## src/qrbm_pkg.sv

```systemverilog
// Shared types and constants for the quartic ring base multiplier.
package qrbm_pkg;

  localparam logic signed [15:0] QModulus = 16'sd3457;
  localparam logic [15:0] QNegInv = 16'hCD7F;

  localparam int NumStages = 8;

  typedef struct packed {
    logic signed [15:0] a_coef0;
    logic signed [15:0] a_coef1;
    logic signed [15:0] a_coef2;
    logic signed [15:0] a_coef3;
    logic signed [15:0] b_coef0;
    logic signed [15:0] b_coef1;
    logic signed [15:0] b_coef2;
    logic signed [15:0] b_coef3;
    logic signed [15:0] zeta;
  } in_word_t;

  typedef struct packed {
    logic signed [15:0] prod_coef0;
    logic signed [15:0] prod_coef1;
    logic signed [15:0] prod_coef2;
    logic signed [15:0] prod_coef3;
  } out_word_t;

  typedef struct packed {
    logic low_step;
    logic high_step;
  } mont_en_t;

endpackage

```

## src/qrbm_mont.sv

```systemverilog
// Two-stage Montgomery reduction of one 32-bit accumulator.
module qrbm_mont (
  input  logic               clk,
  input  qrbm_pkg::mont_en_t en,
  input  logic [31:0]        acc,
  output logic signed [15:0] res
);
  import qrbm_pkg::*;

  logic [31:0] acc_q;
  logic [15:0] t_q;
  logic [15:0] t_next;
  logic signed [31:0] tq_prod;
  logic [31:0] sum;

  assign t_next = acc[15:0] * QNegInv;
  assign tq_prod = $signed(t_q) * QModulus;
  assign sum = acc_q + $unsigned(tq_prod);

  always_ff @(posedge clk) begin
    if (en.low_step) begin
      acc_q <= acc;
      t_q <= t_next;
    end
    if (en.high_step) begin
      res <= $signed(sum[31:16]);
    end
  end

endmodule

```

## config.mk

```make
export PLATFORM = sky130hd
export DESIGN_NAME = qrbm_mont
export DESIGN_NICKNAME = d
export VERILOG_FILES = /design/src/qrbm_pkg.sv /design/src/qrbm_mont.sv
export SDC_FILE = /design/constraint.sdc
export NUM_CORES = 1
export LEC_CHECK = 0
export BUFFER_PORTS_ARGS = -buffer_cell sky130_fd_sc_hd__buf_2
export CORE_UTILIZATION = 45
export DETAILED_ROUTE_END_ITERATION = 8
export PLACE_DENSITY = 0.64
export RECOVER_POWER = 25
export SLEW_MARGIN = 10
export SYNTH_ARGS = -nofsm -noshare
export SYNTH_HDL_FRONTEND = slang
export SYNTH_SLANG_ARGS = --single-unit
export TNS_END_PERCENT = 10
```

## constraint.sdc

```tcl
create_clock -name clk -period 6.7 [get_ports clk]
set_input_delay 0.335 -clock clk [delete_from_list [all_inputs] [get_ports clk]]
set_output_delay 0.335 -clock clk [all_outputs]
set_load 0.1 [all_outputs]
```

==> impl_summary.txt, run 1 <==
----------------------------------------------------
[Outcome]
  Outcome ... finished, final reports clean

[Route]
  Detailed router's first-iteration violation count ... approximately 160
  Average routed wire per standard cell ... between 15 and 20 um
  Post-DR vias/cell ... between 5 and 6
  DRC violations left ... 0
  Detail Route Antenna Nets ... 0
  Via Count ... 5253
  Detailed Routing Iterations Pass 1 ... 4
  Detailed-route wire length ... about 16000 um

[STA]
  Ratio of final minimum period to clock period ... between 90% and 100%
  Worst slew pin tran ... 1.04 ns
  Final setup violation count ... 0
  Worst hold-check slack ... roughly 0.17 ns
  Upper clock frequency limit ... between 0.15 and 0.2 GHz
  Minimum clock period after layout ... around 6.5 ns
  Max-slew violation count ... 0
  Worst-case clock skew ... between 0.006 and 0.007 ns
  Smallest setup slack after layout ... ~0.21 ns
  Worst relative slew slack ... a little under a third
  Final setup TNS ... 0 ns
  Number of hold violations in the final report ... 0

[Yosys]
  Warnings from Yosys ... 0
  Number of instances in the synthesized netlist ... 709
  Synthesized flop and latch total ... 63
  Synthesized net count ... roughly 1000
  Post-synthesis sequential area ratio ... between 20% and 30%
  Mapped Area ... 0.00802 mm2
  Mean post-synth cell area ... between 10 and 15 um2
  Unique masters post-synth ... 42

[Worst setup path]
  Signal arrival time at the worst endpoint ... roughly 6.6 ns
  Kind of start point of the critical path ... flop
  Start of the worst register-to-register path ... t_q[5]
  FF-to-FF End ... res[15]
  Register-to-register setup slack ... 0.21 ns
  Cell count of the worst reg-to-reg path ... 26
  Critical path start-end classification ... reg2reg
  Worst Path Required ... 6.78 ns
  Endpoint class of the critical path ... flop
  Maximum fanout along the worst path ... 5

[Worst hold path]
  Class of the worst hold path ... in2reg
  Hold path startpoint ... acc[16]
  Count of cells along the worst hold path ... 1
  Hold path endpoint ... acc_q[16]

[Clock tree]
  Clock slew at reported path FFs ... around 0.05 ns
  Root buffer cell ... sky130_fd_sc_hd__clkbuf_16
  Level count of the clock H-tree ... 3
  Clock Latency Late Sink ... 0.34 ns
  Num Clock Sinks ... 63
  CTS tree ... yes
  Clock Tree Buf Depth ... 2
  TritonCTS Buffers ... 9
  Hold_buf cts ... 0

[Placement]
  DP HPWL ... between 10000 and 15000 um
  Placer's final routability congestion estimate ... 0.863
  Post-place setup slack ... -0.0598 ns
  Total placed cells including tap cells ... 986
  PortBufs ... 50

[Floorplanning]
  Die span in x ... roughly 140 um
  Core region area ... between 0.015 and 0.02 mm2
  Chip Height ... between 100 and 150 um
  Area of the die ... around 0.018 mm2
  Site row count ... 48
  I/O pin cnt ... a little over 50
  Initial core utilization ... a little under half

[Finish]
  Nets@finish ... 1073
  Ratio of cells with drive above 1 in the final layout ... between 10 and 15%
  Antenna diode count ... 0
  Storage cell area ... around 0.0019 mm2
  Count of filler cells inserted in the layout ... 1538
  Multi-input gate area in the final layout ... between 0.005 and 0.006 mm2
  Area Overhead vs Synth ... 13.2%
  Final non-filler cell total ... about 1000

[Global route]
  Final global-route overflow total ... 0
  Global-route wire length before repair ... roughly 27000 um
  Vias in the first global route ... between 5000 and 6000
  Largest net degree at the start of global routing ... 48
  Number of antenna violations at the first check in global routing ... 0
  Overall routing resource usage ... a little under a fifth

[Run]
  Count of max-cap constraint violations ... 0

----------------------------------------------------
critical path, cell delays in order (launching register included):
cell and delay (ns):
sky130_fd_sc_hd__edfxtp_1 0.52, sky130_fd_sc_hd__ha_4 0.34, sky130_fd_sc_hd__inv_1 0.04, sky130_fd_sc_hd__fa_1 0.48, sky130_fd_sc_hd__inv_1 0.07, sky130_fd_sc_hd__ha_4 0.28, sky130_fd_sc_hd__xor2_2 0.15, sky130_fd_sc_hd__fa_1 0.44
sky130_fd_sc_hd__ha_1 0.30, sky130_fd_sc_hd__ha_1 0.32, sky130_fd_sc_hd__o21ai_1 0.09, sky130_fd_sc_hd__nor2_1 0.08, sky130_fd_sc_hd__o31a_1 0.32, sky130_fd_sc_hd__o41a_1 0.36, sky130_fd_sc_hd__a21o_1 0.21, sky130_fd_sc_hd__a21oi_2 0.18
sky130_fd_sc_hd__xnor2_2 0.09, sky130_fd_sc_hd__ha_1 0.34, sky130_fd_sc_hd__a21oi_2 0.15, sky130_fd_sc_hd__o21ai_2 0.09, sky130_fd_sc_hd__or3_1 0.36, sky130_fd_sc_hd__nor3_2 0.25, sky130_fd_sc_hd__o31ai_2 0.10, sky130_fd_sc_hd__o21a_1 0.24
sky130_fd_sc_hd__o22ai_2 0.13, sky130_fd_sc_hd__xor2_1 0.22, sky130_fd_sc_hd__xnor2_1 0.09
registers in the layout (all words and copies together) (netlist names):
| name | cells |
|---|---|
| acc_q | 32 |
| res | 16 |
| t_q | 15 |
per-layer routing:
metal  track usage, %  share of wire, %  up-vias
li1                 -                 -     2586
met1             22.7                43     2588
met2             35.3                54       60
met3             2.81               2.1       19
met4             5.12               1.5        0
met5                0                 0        -
synth_stat cells:
library cell	number	area [um2]
sky130_fd_sc_hd__ha_1	172	2150
sky130_fd_sc_hd__inv_1	114	428
sky130_fd_sc_hd__fa_1	86	1720
sky130_fd_sc_hd__edfxtp_1	63	1890
sky130_fd_sc_hd__xnor2_1	60	526
sky130_fd_sc_hd__a21oi_1	36	180
sky130_fd_sc_hd__nor2_1	27	101
sky130_fd_sc_hd__nand2_1	20	75.1
sky130_fd_sc_hd__xor2_1	19	166
sky130_fd_sc_hd__a21o_1	17	128
sky130_fd_sc_hd__o21ai_0	13	65.1
sky130_fd_sc_hd__o21a_1	9	67.6
sky130_fd_sc_hd__o21bai_1	9	67.6
sky130_fd_sc_hd__nor3_1	8	40.0
sky130_fd_sc_hd__nand3_1	5	25.0
sky130_fd_sc_hd__nand4_1	5	31.3
sky130_fd_sc_hd__nor2b_1	5	31.3
sky130_fd_sc_hd__o31ai_1	4	30.0
sky130_fd_sc_hd__a211oi_1	3	22.5
sky130_fd_sc_hd__nand2b_1	3	18.8
sky130_fd_sc_hd__o21ai_1	3	15.0
sky130_fd_sc_hd__a22o_1	2	17.5
sky130_fd_sc_hd__and2_1	2	12.5
sky130_fd_sc_hd__and3_1	2	12.5
sky130_fd_sc_hd__o311a_1	2	20.0
sky130_fd_sc_hd__o31a_1	2	17.5
sky130_fd_sc_hd__o41a_1	2	22.5
sky130_fd_sc_hd__or3_1	2	12.5
sky130_fd_sc_hd__a2111oi_0	1	8.76
sky130_fd_sc_hd__a211o_1	1	8.76
sky130_fd_sc_hd__a21boi_1	1	7.51
sky130_fd_sc_hd__a221o_1	1	10.0
sky130_fd_sc_hd__a221oi_1	1	8.76
sky130_fd_sc_hd__a31oi_1	1	6.26
sky130_fd_sc_hd__a41o_1	1	10.0
sky130_fd_sc_hd__mux2i_1	1	10.0
sky130_fd_sc_hd__o211ai_1	1	7.51
sky130_fd_sc_hd__o22ai_1	1	6.26
sky130_fd_sc_hd__o311ai_0	1	8.76
sky130_fd_sc_hd__o41ai_1	1	8.76
sky130_fd_sc_hd__or2_2	1	6.26
sky130_fd_sc_hd__xnor2_2	1	16.3
area by class of cell:
type	count	share of cell area, %
multi-input cells	532	64.5
flip-flops and latches	63	20.8
inverters	114	4.71
repair buffers	60	3.33
well taps	225	3.10
clock buffers	9	2.48
clock inverters	7	1.06
placed cells by master (no fill, tap or decap), drive strengths merged, types with 2 or more instances in the layout:
cell type	netlist	routed
ha	172	172
inv	114	115
fa	86	86
edfxtp	63	63
xnor2	61	61
buf	0	42
a21oi	36	36
nor2	27	27
clkbuf	0	27
nand2	20	20
xor2	19	19
a21o	17	17
o21ai	16	16
o21a	9	9
o21bai	9	9
nor3	8	8
nor2b	5	5
nand4	5	5
nand3	5	5
o31ai	4	4
clkinv	0	4
nand2b	3	3
a211oi	3	3
a22o	2	2
o31a	2	2
and2	2	2
o311a	2	2
and3	2	2
o41a	2	2
or3	2	2
bufinv	0	2
metrics by stage:
| step | utilization, % | area, um2 |
|---|---|---|
| 2_1_floorplan | - | 8020 |
| 6_report | 52.3 | 9080 |
| 3_3_place_gp | 49.4 | 8570 |
| 3_5_place_dp | 49.4 | 8570 |
| 5_1_grt | 52.3 | 9080 |
| 4_1_cts | 51.3 | 8900 |
how the worst max path moves through the flow:
stage            from       to  slack (ns)  cells past startpoint
6_report       t_q[5]  res[15]        0.21                     26
4_1_cts        t_q[4]  res[15]       0.007                     26
3_3_place_gp   t_q[5]  res[15]        0.17                     26
3_5_place_dp   t_q[4]  res[15]       -0.06                     26
5_1_grt        t_q[5]  res[15]       -0.06                     26
2_1_floorplan  t_q[4]  res[15]        0.52                     26
cell families (layout without fill, tap and decap cells):
kind of cell / after synthesis / after routing / synth area share [%]
xor+xnor: 80 / 80 / 8.83
buf+inv: 114 / 190 / 5.33
simple gates: 80 / 80 / 4.57
compound gates: 113 / 113 / 9.28
flops: 63 / 63 / 23.6
fa+ha+maj: 258 / 258 / 48.3
mux: 1 / 1 / 0.125
repair_timing:
action,CTS,global route
gates resized for setup,1,21
pin swaps,0,12
endpoints found under the hold margin,0,0
setup endpoints to repair,1,6
cloned,0,0
setup buffers,0,8
Power of run 1 is not shown: default switching activity piles up to over one toggle a cycle in this logic, so the estimate is an artifact.
==> inputs of run 2 (changes only) <==
MAX_ROUTING_LAYER = met4   (was default)
==> run 2 against run 1 <==
  * Fmax is 1.6% higher
  * First-iteration DRC count down 15%
  * Non-clock buffer count fell by 1
  * Wire length increased by 2.7%
  * Critical path depth shrank 1
  * Hold slack better by 0.0069 ns
  * Global-route usage increased by 0.91 points
  * Sequential share of layout area is 0.13 points higher
  * Register-to-register slack better by 0.10 ns
==> impl_summary.txt, run 2 (same netlist as run 1, synthesis figures left out) <==
----------------------------------------------------
[Outcome]
  Outcome ... finished, final reports clean (unchanged)

[Placement]
  DP HPWL ... 13800 um (was 13600 um)
  Placer's final routability congestion estimate ... 0.868 (was 0.863)
  Total placed cells including tap cells ... 987 (was 986)
  PortBufs ... 50 (unchanged)

[Finish]
  Register ranked first by flip-flop count ... acc_q (unchanged)
  End-of-flow core utilization ... 52.0% (was 52.3%)
  Commonest non-fill, non-tap cells in the layout ... sky130_fd_sc_hd__ha_1 (169), sky130_fd_sc_hd__inv_1 (114), sky130_fd_sc_hd__fa_1 (86), sky130_fd_sc_hd__edfxtp_1 (63), sky130_fd_sc_hd__xnor2_1 (59) (was sky130_fd_sc_hd__ha_1 (165), sky130_fd_sc_hd__inv_1 (114), sky130_fd_sc_hd__fa_1 (86), sky130_fd_sc_hd__edfxtp_1 (63), sky130_fd_sc_hd__xnor2_1 (59))
  Largest registers ... acc_q x32, res x16, t_q x15 (unchanged)
  Multi-input gate area in the final layout ... 0.00578 mm2 (was 0.00586 mm2)
  Ratio of cells with drive above 1 in the final layout ... 8.93% (was 10.1%)
  Flip-flop count of the largest register after layout ... 32 (unchanged)
  Antenna diode count ... 0 (unchanged)
  Area Overhead vs Synth ... 12.5% (was 13.2%)
  Storage cell area ... 0.00189 mm2 (unchanged)
  Count of filler cells inserted in the layout ... 1536 (was 1538)
  Commonest non-fill, non-tap cell in the layout ... sky130_fd_sc_hd__ha_1 (unchanged)
  Nets@finish ... 1072 (was 1073)
  Final non-filler cell total ... 1009 (was 1010)

[Worst hold path]
  Count of cells along the worst hold path ... 1 (unchanged)
  Class of the worst hold path ... in2reg (unchanged)

[Floorplanning]
  I/O pin cnt ... 51 (unchanged)
  Core region area ... 0.0174 mm2 (unchanged)
  Area of the die ... 0.0184 mm2 (unchanged)
  Die span in x ... 136 um (unchanged)
  Site row count ... 48 (unchanged)
  Initial core utilization ... 46.2% (unchanged)
  Chip Height ... 136 um (unchanged)

[STA]
  Final setup TNS ... 0 ns (unchanged)
  Worst slew pin tran ... 1.05 ns (was 1.04 ns)
  Worst hold-check slack ... 0.178 ns (was 0.171 ns)
  Minimum clock period after layout ... 6.39 ns (was 6.49 ns)
  Worst relative slew slack ... 30.0% (was 30.4%)
  Upper clock frequency limit ... 0.157 GHz (was 0.154 GHz)
  Setup repair after global routing missed its margin ... true
  Ratio of final minimum period to clock period ... 95.3% (was 96.9%)
  Max-slew violation count ... 0 (unchanged)
  Worst-case clock skew ... 0.00859 ns (was 0.00641 ns)
  Final setup violation count ... 0 (unchanged)
  Number of hold violations in the final report ... 0 (unchanged)

[Worst setup path]
  Worst Path Required ... 6.78 ns (about the same)
  FF-to-FF End ... res[15] (unchanged)
  Signal arrival time at the worst endpoint ... 6.46 ns (was 6.57 ns)
  Kind of start point of the critical path ... flop (unchanged)
  Beginning of the critical path ... t_q[5] (unchanged)
  Critical path endpoint ... res[15] (unchanged)
  Register-to-register setup slack ... 0.31 ns (was 0.21 ns)
  Start of the worst register-to-register path ... t_q[5] (unchanged)
  Endpoint class of the critical path ... flop (unchanged)
  Maximum fanout along the worst path ... 4 (was 5)
  Critical path start-end classification ... reg2reg (unchanged)
  Cell count of the worst reg-to-reg path ... 25 (was 26)

[Clock tree]
  TritonCTS Buffers ... 9 (unchanged)
  Clock Tree Buf Depth ... 2 (unchanged)
  CTS tree ... yes (unchanged)
  Num Clock Sinks ... 63 (unchanged)
  Hold_buf cts ... 0 (unchanged)
  Level count of the clock H-tree ... 3 (unchanged)
  Clock slew at reported path FFs ... 0.06 ns (was 0.05 ns)
  Clock Latency Late Sink ... 0.33 ns (was 0.34 ns)
  Root buffer cell ... sky130_fd_sc_hd__clkbuf_16 (unchanged)

[Route]
  Average routed wire per standard cell ... 16.3 um (was 15.8 um)
  Detailed Routing Iterations Pass 1 ... 4 (unchanged)
  Detailed-route wire length ... 16400 um (was 16000 um)
  Via Count ... 5234 (was 5253)
  Detail Route Antenna Nets ... 0 (unchanged)
  DRC violations left ... 0 (unchanged)
  Post-DR vias/cell ... 5.19 (was 5.20)
  Detailed router's first-iteration violation count ... 139 (was 164)

[Global route]
  Number of antenna violations at the first check in global routing ... 0 (unchanged)
  Vias in the first global route ... 5794 (was 5656)
  Final global-route overflow total ... 0 (unchanged)
  Overall routing resource usage ... 19.9% (was 19.0%)
  Global-route wire length before repair ... 27400 um (was 26900 um)
  Largest net degree at the start of global routing ... 48 (unchanged)

[Run]
  Count of max-cap constraint violations ... 0 (unchanged)

----------------------------------------------------
==> run 2: cell count changes in the layout (fill, tap and decap cells not counted), sizes merged <==
cell | previous run | this run
bufinv | 2 | 3
clkbuf | 27 | 26
clkinv | 4 | 1
clkinvlp | 0 | 1
inv | 115 | 116
==> run 2: worst max-delay path: stages, from the launching register on <==
cell,delay (ns)
sky130_fd_sc_hd__edfxtp_1,0.47
sky130_fd_sc_hd__ha_1,0.38
sky130_fd_sc_hd__inv_1,0.07
sky130_fd_sc_hd__fa_1,0.53
sky130_fd_sc_hd__inv_1,0.04
sky130_fd_sc_hd__ha_1,0.31
sky130_fd_sc_hd__xor2_1,0.21
sky130_fd_sc_hd__fa_1,0.45
sky130_fd_sc_hd__ha_1,0.30
sky130_fd_sc_hd__ha_1,0.33
sky130_fd_sc_hd__o21a_1,0.19
sky130_fd_sc_hd__o31a_1,0.13
sky130_fd_sc_hd__o41a_1,0.37
sky130_fd_sc_hd__a21o_1,0.21
sky130_fd_sc_hd__a21oi_2,0.18
sky130_fd_sc_hd__xnor2_2,0.10
sky130_fd_sc_hd__ha_1,0.33
sky130_fd_sc_hd__a21oi_1,0.15
sky130_fd_sc_hd__o21ai_1,0.12
sky130_fd_sc_hd__or3_4,0.39
sky130_fd_sc_hd__nor3_4,0.14
sky130_fd_sc_hd__o31ai_1,0.12
sky130_fd_sc_hd__o21a_1,0.23
sky130_fd_sc_hd__o22ai_2,0.13
sky130_fd_sc_hd__xor2_1,0.19
sky130_fd_sc_hd__xnor2_1,0.08
==> run 2: worst min path at each step <==
stage            start  slack, ns        end
6_report       acc[26]       0.18  acc_q[26]
5_1_grt        acc[18]       0.17  acc_q[18]
4_1_cts        acc[17]       0.17  acc_q[17]
3_5_place_dp   acc[23]       0.51  acc_q[23]
3_3_place_gp   acc[26]       0.51  acc_q[26]
2_1_floorplan   acc[0]       0.43   acc_q[0]
==> run 2: repair_timing <==
item / CTS / global route
setup buffers: 0 / 6
resized for setup: 1 / 13
pin swaps: 0 / 4
endpoints found under the setup margin: 1 / 6
==> run 2: layout make-up <==
type / instances / share of cell area [%]
repair buffers: 59 / 3.29
multi-input cells: 532 / 64.1
clock inverters: 7 / 1.32
clock buffers: 9 / 2.50
flip-flops and latches: 63 / 21.0
well taps: 225 / 3.12
inverters: 114 / 4.74
==> run 2: stage by stage <==
step | instance area [um2] | setup WS, ns
after global placement | 8580 | 0.131
after CTS | 8930 | 0.0841
final | 9020 | 0.313
after global routing | 9020 | -0.0190
after floorplan | 8020 | 0.520
after detailed placement | 8580 | -0.00368
==> run 2: metal layers <==
metal | GRT usage, % | share of wire, %
met3 | 2.32 | 1.9
met4 | 6.93 | 2.4
met5 | - | 0
met2 | 36.3 | 54
met1 | 22.4 | 41
Power of run 2 is left out for the same reason.
==> inputs of run 3 (changes only) <==
CORE_UTILIZATION = 30   (was 45)
PLACE_DENSITY = 0.47   (was 0.64)
clock period = 5.92 ns   (was 6.7 ns; I/O delays follow)
==> run 3 against run 2 <==
  * The run now ends with DRC, setup timing left
  * Clock-buffer cell count grew 2
  * Non-clock buffer count grew 97
  * Setup slack lost 0.57 ns
  * Largest cell class unchanged
  * Via count grew 4.1%
  * Register-to-register slack lost 0.57 ns
  * Hold slack lost 0.045 ns
  * Sequential share of layout area shrank 2.4 points
  * Cell area grew 13%
  * Fmax grew 3.5%
  * Wire length grew 8.1%
==> impl_summary.txt, run 3 (same netlist as run 1, synthesis figures left out) <==
----------------------------------------------------
[Finish]
  Cell area after layout ... 0.0102 mm2 (was 0.00902 mm2)
  Largest registers ... acc_q x32, res x16, t_q x15 (unchanged)
  Register ranked first by flip-flop count ... acc_q (unchanged)
  Multi-input gate area in the final layout ... 0.00615 mm2 (was 0.00578 mm2)
  Storage cell area ... 0.00189 mm2 (unchanged)
  Commonest non-fill, non-tap cell in the layout ... sky130_fd_sc_hd__ha_1 (unchanged)
  Area Overhead vs Synth ... 27.3% (was 12.5%)
  Flip-flop count of the largest register after layout ... 32 (unchanged)
  Count of filler cells inserted in the layout ... 2597 (was 1536)
  Commonest non-fill, non-tap cells in the layout ... sky130_fd_sc_hd__ha_1 (148), sky130_fd_sc_hd__inv_1 (109), sky130_fd_sc_hd__buf_4 (104), sky130_fd_sc_hd__fa_1 (86), sky130_fd_sc_hd__edfxtp_1 (63) (was sky130_fd_sc_hd__ha_1 (169), sky130_fd_sc_hd__inv_1 (114), sky130_fd_sc_hd__fa_1 (86), sky130_fd_sc_hd__edfxtp_1 (63), sky130_fd_sc_hd__xnor2_1 (59))
  Antenna diode count ... 0 (unchanged)
  Ratio of cells with drive above 1 in the final layout ... 24.6% (was 8.93%)
  Nets@finish ... 1169 (was 1072)

[STA]
  Upper clock frequency limit ... 0.162 GHz (was 0.157 GHz)
  Max-slew violation count ... 0 (unchanged)
  Smallest setup slack after layout ... -0.252 ns (was 0.313 ns)
  Worst slew pin tran ... 1.10 ns (was 1.05 ns)
  Number of hold violations in the final report ... 0 (unchanged)
  Minimum clock period after layout ... 6.17 ns (was 6.39 ns)
  Worst-case clock skew ... 0.00791 ns (was 0.00859 ns)
  Ratio of final minimum period to clock period ... 104% (was 95.3%)
  Setup repair after global routing missed its margin ... true (unchanged)
  Final setup violation count ... 3 (was 0)
  Worst relative slew slack ... 26.9% (was 30.0%)

[Floorplanning]
  Chip Height ... 166 um (was 136 um)
  Die span in x ... 166 um (was 136 um)
  Core region area ... 0.0261 mm2 (was 0.0174 mm2)
  Initial core utilization ... 30.7% (was 46.2%)
  Area of the die ... 0.0274 mm2 (was 0.0184 mm2)
  Site row count ... 59 (was 48)
  I/O pin cnt ... 51 (unchanged)

[Clock tree]
  TritonCTS Buffers ... 9 (unchanged)
  Clock Latency Late Sink ... 0.34 ns (was 0.33 ns)
  Hold_buf cts ... 0 (unchanged)
  Level count of the clock H-tree ... 3 (unchanged)
  CTS tree ... yes (unchanged)
  Root buffer cell ... sky130_fd_sc_hd__clkbuf_16 (unchanged)
  Clock slew at reported path FFs ... 0.06 ns (about the same)
  Num Clock Sinks ... 63 (unchanged)
  Clock Tree Buf Depth ... 2 (unchanged)

[Worst setup path]
  Signal arrival time at the worst endpoint ... 6.26 ns (was 6.46 ns)
  Kind of start point of the critical path ... flop (unchanged)
  Endpoint class of the critical path ... flop (unchanged)
  Worst Path Required ... 6.01 ns (was 6.78 ns)
  Maximum fanout along the worst path ... 3 (was 4)
  Critical path start-end classification ... reg2reg (unchanged)

[Placement]
  PortBufs ... 50 (unchanged)
  Placer's final routability congestion estimate ... 0.828 (was 0.868)
  Post-place setup slack ... -0.411 ns (was -0.00368 ns)
  Cell area after placement ... 0.00940 mm2 (was 0.00858 mm2)
  DP HPWL ... 15100 um (was 13800 um)

[Outcome]
  Outcome ... complete, but fails checks (was finished, final reports clean)
  Violations in the final reports ... DRC, setup timing

[Route]
  Post-DR vias/cell ... 4.48 (was 5.19)
  Detailed Routing Iterations Pass 1 ... 6 (was 4)
  Detailed router's first-iteration violation count ... 165 (was 139)
  Average routed wire per standard cell ... 14.6 um (was 16.3 um)
  Via Count ... 5451 (was 5234)
  Detail Route Antenna Nets ... 0 (unchanged)
  DRC violations left ... 8 (was 0)
  Detailed-route wire length ... 17700 um (was 16400 um)

[Global route]
  Final global-route overflow total ... 0 (unchanged)
  Global-route wire length before repair ... 29500 um (was 27400 um)
  Overall routing resource usage ... 14.4% (was 19.9%)
  Vias in the first global route ... 5967 (was 5794)
  Largest net degree at the start of global routing ... 48 (unchanged)
  Number of antenna violations at the first check in global routing ... 0 (unchanged)

[Run]
  Count of max-cap constraint violations ... 0 (unchanged)

[Worst hold path]
  Class of the worst hold path ... in2reg (unchanged)

----------------------------------------------------
run 3: worst paths after layout:
check	from	endpoint	slack [ns]	cells after the start
min reg2reg	acc_q[31]	res[15]	0.65	2
min	acc[31]	acc_q[31]	0.13	1
max reg2reg	t_q[4]	res[15]	-0.25	27
max	t_q[4]	res[15]	-0.25	27
run 3: cell type report:
| class | instances | share of cell area, % |
|---|---|---|
| sequential | 63 | 18.5 |
| inverter | 114 | 4.19 |
| multi-input combinational | 532 | 60.2 |
| clock buffer | 11 | 2.28 |
| tap | 335 | 4.10 |
| clock inverter | 5 | 0.576 |
| timing repair buffer | 156 | 10.1 |
run 3: critical path, stage by stage (launching register included):
cell and delay, ns:
sky130_fd_sc_hd__edfxtp_1 0.38, sky130_fd_sc_hd__buf_4 0.15, sky130_fd_sc_hd__ha_4 0.23, sky130_fd_sc_hd__buf_4 0.14, sky130_fd_sc_hd__xor2_1 0.14, sky130_fd_sc_hd__ha_1 0.18, sky130_fd_sc_hd__a21o_1 0.17, sky130_fd_sc_hd__fa_1 0.46
sky130_fd_sc_hd__fa_1 0.42, sky130_fd_sc_hd__ha_1 0.33, sky130_fd_sc_hd__ha_4 0.25, sky130_fd_sc_hd__a21oi_2 0.15, sky130_fd_sc_hd__o21ai_2 0.09, sky130_fd_sc_hd__o41a_1 0.41, sky130_fd_sc_hd__buf_4 0.15, sky130_fd_sc_hd__a21o_1 0.16
sky130_fd_sc_hd__a21oi_2 0.18, sky130_fd_sc_hd__xnor2_2 0.10, sky130_fd_sc_hd__ha_1 0.32, sky130_fd_sc_hd__a21oi_1 0.15, sky130_fd_sc_hd__o21ai_1 0.10, sky130_fd_sc_hd__or3_4 0.38, sky130_fd_sc_hd__nor3_4 0.18, sky130_fd_sc_hd__o31ai_2 0.11
sky130_fd_sc_hd__o21a_1 0.22, sky130_fd_sc_hd__o22ai_2 0.12, sky130_fd_sc_hd__xor2_1 0.18, sky130_fd_sc_hd__xnor2_1 0.08
run 3: layer usage:
metal  vias up  part of all wire (%)  GRT usage, %
met2        55                    53          26.4
met5         -                     0             -
met1      2625                    44          16.7
li1       2760                     -             -
met4         0                   1.1          3.22
met3        11                   2.0          1.87
run 3: repair_timing:
item,in CTS,in global routing
buffers inserted,7,11
gates resized for setup,26,43
gates cloned,0,0
pin swaps,39,37
setup endpoints to repair,7,11
run 3: through the flow:
step	std cells	setup TNS, ns	hold slack, ns	util (%)
2_1_floorplan	709	-0.0673	0.395	-
3_3_place_gp	1182	-1.13	0.473	36.0
3_5_place_dp	1182	-1.48	0.474	36.0
4_1_cts	1205	-0.687	0.115	37.9
5_1_grt	1216	-2.42	0.115	39.1
6_report	1216	-0.517	0.133	39.1
Power of run 3 is left out for the same reason.
